**src/rtl/hld_pkg.sv**
```systemverilog
`default_nettype none

package hld_pkg;

    localparam int MAX_LABEL = 256;
    localparam int HUB_BITS  = 23;
    localparam int DIST_BITS = 32;

    // result width is fixed by the 25.8 output format
    localparam int SUM_BITS  = 33;
    localparam int ADD_BITS  = DIST_BITS + 1;
    localparam int WIDE_BITS = (ADD_BITS > SUM_BITS) ? ADD_BITS : SUM_BITS;

    localparam int ADDR_BITS = $clog2(MAX_LABEL);
    localparam int CNT_BITS  = $clog2(MAX_LABEL + 1);
    localparam int ENTRY_BITS = HUB_BITS + DIST_BITS;

    localparam int QDEPTH    = 2;
    localparam int QPTR_BITS = $clog2(QDEPTH);
    localparam int QCNT_BITS = $clog2(QDEPTH + 1);

    localparam logic [SUM_BITS-1:0] SUM_MAX = '1;

    typedef enum logic [1:0] {
        KIND_LOAD       = 2'd0,
        KIND_PROBE      = 2'd1,
        KIND_PROBE_LAST = 2'd2
    } t_kind;

    typedef struct packed {
        t_kind                 kind;
        logic [HUB_BITS-1:0]   hub;
        logic [DIST_BITS-1:0]  hop_dist;
        logic                  last;
    } t_qitem;

    // add two distances and clamp at the largest result value
    function automatic logic [SUM_BITS-1:0] sat_sum(input logic [DIST_BITS-1:0] a,
                                                    input logic [DIST_BITS-1:0] b);
        logic [WIDE_BITS-1:0] s;
        logic [WIDE_BITS-1:0] lim;
        s   = WIDE_BITS'(a) + WIDE_BITS'(b);
        lim = WIDE_BITS'(SUM_MAX);
        if (s > lim) begin
            return SUM_MAX;
        end
        return SUM_BITS'(s);
    endfunction

endpackage

`default_nettype wire

```
**src/rtl/hld_front.sv**
```systemverilog
`default_nettype none

module hld_front (
    input  wire logic                           i_clk,
    input  wire logic                           i_rst_n,
    input  wire logic                           i_valid,
    output      logic                           o_ready,
    input  wire logic                           i_action,
    input  wire logic [hld_pkg::HUB_BITS-1:0]   i_hub,
    input  wire logic [hld_pkg::DIST_BITS-1:0]  i_dist_req,
    input  wire logic                           i_last,
    output      logic                           o_q_valid,
    output      hld_pkg::t_qitem                o_q_item,
    input  wire logic                           i_pop
);
    import hld_pkg::*;

    t_qitem                r_mem [QDEPTH];
    logic [QPTR_BITS-1:0]  r_wp;
    logic [QPTR_BITS-1:0]  r_rp;
    logic [QCNT_BITS-1:0]  r_cnt;
    t_qitem                w_item;
    logic                  w_push;
    logic                  w_pop;

    // tag each beat so the back end needs no decode of its own
    always_comb begin
        w_item.hub      = i_hub;
        w_item.hop_dist = i_dist_req;
        w_item.last     = i_last;
        if (!i_action) begin
            w_item.kind = KIND_LOAD;
        end else if (i_last) begin
            w_item.kind = KIND_PROBE_LAST;
        end else begin
            w_item.kind = KIND_PROBE;
        end
    end

    assign o_ready   = (r_cnt != QCNT_BITS'(QDEPTH));
    assign w_push    = i_valid && o_ready;
    assign w_pop     = i_pop && o_q_valid;
    assign o_q_valid = (r_cnt != '0);
    assign o_q_item  = r_mem[r_rp];

    always_ff @(posedge i_clk) begin
        if (w_push) begin
            r_mem[r_wp] <= w_item;
        end
    end

    always_ff @(posedge i_clk) begin
        if (!i_rst_n) begin
            r_wp  <= '0;
            r_rp  <= '0;
            r_cnt <= '0;
        end else begin
            if (w_push) begin
                r_wp <= r_wp + 1'b1;
            end
            if (w_pop) begin
                r_rp <= r_rp + 1'b1;
            end
            if (w_push && !w_pop) begin
                r_cnt <= r_cnt + 1'b1;
            end else if (w_pop && !w_push) begin
                r_cnt <= r_cnt - 1'b1;
            end
        end
    end

endmodule

`default_nettype wire

```
**config.mk**
```make
export PLATFORM = sky130hd
export DESIGN_NAME = hld_front
export DESIGN_NICKNAME = d
export VERILOG_FILES = /design/src/rtl/hld_pkg.sv /design/src/rtl/hld_front.sv
export SDC_FILE = /design/constraint.sdc
export NUM_CORES = 1
export LEC_CHECK = 0
export ABC_CLOCK_PERIOD_IN_PS = 4180
export BUFFER_PORTS_ARGS = -buffer_cell sky130_fd_sc_hd__buf_4
export CAP_MARGIN = 20
export CORE_ASPECT_RATIO = 0.8
export CORE_MARGIN = 4
export CORE_UTILIZATION = 58
export CTS_BUF_LIST = sky130_fd_sc_hd__clkbuf_8
export DETAILED_ROUTE_END_ITERATION = 16
export GPL_ROUTABILITY_DRIVEN = 0
export GPL_TIMING_DRIVEN = 1
export HOLD_SLACK_MARGIN = 0.12
export PLACE_DENSITY_LB_ADDON = 0.05
export SETUP_SLACK_MARGIN = 0.02
export SKIP_LAST_GASP = 1
export SYNTH_ARGS = -nofsm -noshare
export SYNTH_HDL_FRONTEND = slang
export SYNTH_SLANG_ARGS = --single-unit
```
**constraint.sdc**
```tcl
create_clock -name i_clk -period 4.18 [get_ports i_clk]
set_input_delay 0.836 -clock i_clk [delete_from_list [all_inputs] [get_ports i_clk]]
set_output_delay 0.836 -clock i_clk [all_outputs]
set_load 0.05 [all_outputs]
```
==> results.md <==
* Hold Buf Count CTS at 0
* # diodes at 0
* Synth area leaders: edfxtp_1, mux2_2, dfxtp_1
* Skew-Pair Late Insertion Delay at 0.41 ns
* Count leader, synth: edfxtp_1
* Area Growth Syn to Fin at 32.60%
* Combined area of the multi-input logic cells at 805.8 um2
* Clock tree from TritonCTS: yes
* Syn_nets at 268
* Status: completed
* Sequential fraction of the synthesis area at 0.8077
* Largest net degree at the start of global routing at 35
* Final wirelength at 7708 um
* Cell Chain, Critical Path: buf_4 -> mux2_2 -> buf_4
* Crit-path most repeated cell: buf_4
* Cell Area, Synth at 4437 um2
* # IOs at 121
* Final nets at 406
* Pwr Density at 703.0 nW/um2
* Worst hold path class: register to register
* Crit path max fanout at 28
* Cell Area, Placed at 5464 um2
* Drt wl/cell at 16.68 um
* Synth cell types at 22
* Hold Fails Final Rpt at 0
* CP max stage cell: dfxtp_2
* Yosys warnings at 0
* Port bufs at 120
* VDD IR-drop max at 415.9 uV
* Critical Path Start Type: register
* Iteration-0 DRC Markers at 87
* Design Area, Final at 5883 um2
* Number of global-route vias before repair at 2406
* Yosys reg bits at 121
* Slew Viols, Final at 0
* Post-route minimum period at 2.754 ns
* Die Ht at 86.23 um
* Clk slew on worst S/H paths at 0.07 ns
* EDFF count, synth at 116
* DRC Markers at 0
* Slowest stage delay, CP at 0.50 ns
* RSZ-0062 raised after global routing: false
* Cell taking the most area after synthesis: edfxtp_1
* Die width at 105.8 um
* Total core area at 7427 um2
* CTS buffer count at 17
* Family with the most delay on the worst path: buffers and inverters
* Setup repair bufs after CTS at 0
* CTS-repair resized insts at 0
* Die Area at 9122 um2
* # H-tree levels at 4
* CTS max path bufs at 2
* Syn avg cell area at 21.54 um2
* CP Data Arrival Time at 1.92 ns
* Worst-Margin Slew at 0.7610 ns
* Final setup skew at 0.009754 ns
* Pre-antenna DRT Iters at 4
* Fin crit share at 0.6588
* LEAKAGE at 2.214 nW
* Initial antenna violation count at 0
* Post-synth top cells: edfxtp_1, mux2_2, and2_1, dfxtp_1, buf_2
* Achievable Freq at 0.3632 GHz
* Fill cell count at 422
* ANT nets after route at 0
* Via count at 2256
* WP data required at 3.34 ns
* Setup tns final at 0 ns
* Top FF cell, synth: edfxtp_1
* Cell count after synthesis at 206
* GRT Util Overall at 0.1765
* Max_slew headroom at 0.4919
* DP HPWL at 5100 um
* Share of flip-flops with an asynchronous set or reset at 0
* Row cnt at 28
* Crit end category: output pin
* Initial Util at 0.5974
* Via/cell ratio at 4.883
* # setup viols final at 0
* Crit Path Class: register to output pin
* Crit path buffers/inverters at 2
* Total area of sequential cells at 3585 um2
* Grt ovf at 0
* Clock sink count at 121
* First-pass GRT wire length at 11920 um
* Area share of the largest cell type after synthesis at 0.7851
* Max-Cap Viols at 0
* Clock root buffer: clkbuf_8
* Proportion of layout cells with a drive suffix above 1 at 0.6106
## layout make-up
class,count,area share
Multi-Input combinational cell,78,0.1370
Tap cell,105,0.02233
Sequential cell,121,0.6093
Inverter,1,0.0006380
Clock buffer,17,0.03977
Timing Repair Buffer,125,0.1595
Clock inverter,15,0.03148
## registers in the layout, indices dropped and copies added (netlist names), named ones only
| signal | flops |
|---|---|
| r_rp | 1 |
| r_wp | 1 |
| r_mem | 116 |
| r_cnt | 2 |
## cells in the final DEF, fill, tap and decap left out, types with 3 or more instances in the layout
cell,n
mux2_2,58
and2_1,5
bufinv_16,4
clkbuf_8,17
edfxtp_1,116
buf_4,125
clkinvlp_4,4
clkinv_2,3
dfxtp_1,4
## layer usage
metal  GRT usage  wire length (um)
met1      0.2197              3346
met2      0.2760              3675
met3     0.07967               623
met4     0.06706                62
met5           0                 0
## through the flow
step | setup WS, ns | instances | hold WS (ns) | utilization | total power [mW]
finish | 1.426 | 462 | 0.5726 | 0.7921 | 4.136
global route | 1.300 | 462 | 0.5685 | 0.7921 | 4.302
CTS | 1.367 | 462 | 0.5679 | 0.7921 | 4.175
detailed placement | 1.725 | 430 | 0.5551 | 0.7357 | 3.095
global placement | 1.757 | 430 | 0.5314 | 0.7357 | 3.080
floorplan | 1.503 | 206 | 0.5124 | - | 2.682
## power by group
group	total [mW]	internal (mW)	switching (mW)
registers	1.57	1.52	0.0568
clock network	1.08	0.640	0.438
logic	1.48	0.506	0.978
total	4.14	2.66	1.47
## final timing paths
check                        startpoint                endpoint  slack, ns  depth (start not counted)
setup / recovery               register            o_q_item[49]       1.43                          3
hold / removal    r_cnt[1]$_SDFFE_PN0P_   r_cnt[1]$_SDFFE_PN0P_       0.57                          2
setup reg to reg  r_cnt[0]$_SDFFE_PN0P_  r_mem[0][55]$_DFFE_PP_       2.09                          4
hold reg to reg   r_cnt[1]$_SDFFE_PN0P_   r_cnt[1]$_SDFFE_PN0P_       0.57                          2
## kinds of logic (layout without fill, tap and decap cells)
logic type               Yosys count  count (layout)  share of synthesized area
AO/OA/AOI/OAI                      5               5                   0.007895
adder cells (fa/ha/maj)            1               1                   0.002820
XOR/XNOR                           3               3                   0.005923
buffers and inverters              7             158                    0.01100
flip-flops                       121             121                     0.8077
AND/OR/NAND/NOR                   11              11                    0.01749
multiplexers                      58              58                     0.1472
## tightest hold or removal path: stages, from the launching register on
cell and delay [ns]:
dfxtp_1 0.36, o21ai_0 0.10, a21boi_1 0.06
Power figures use the tool's default switching activity.
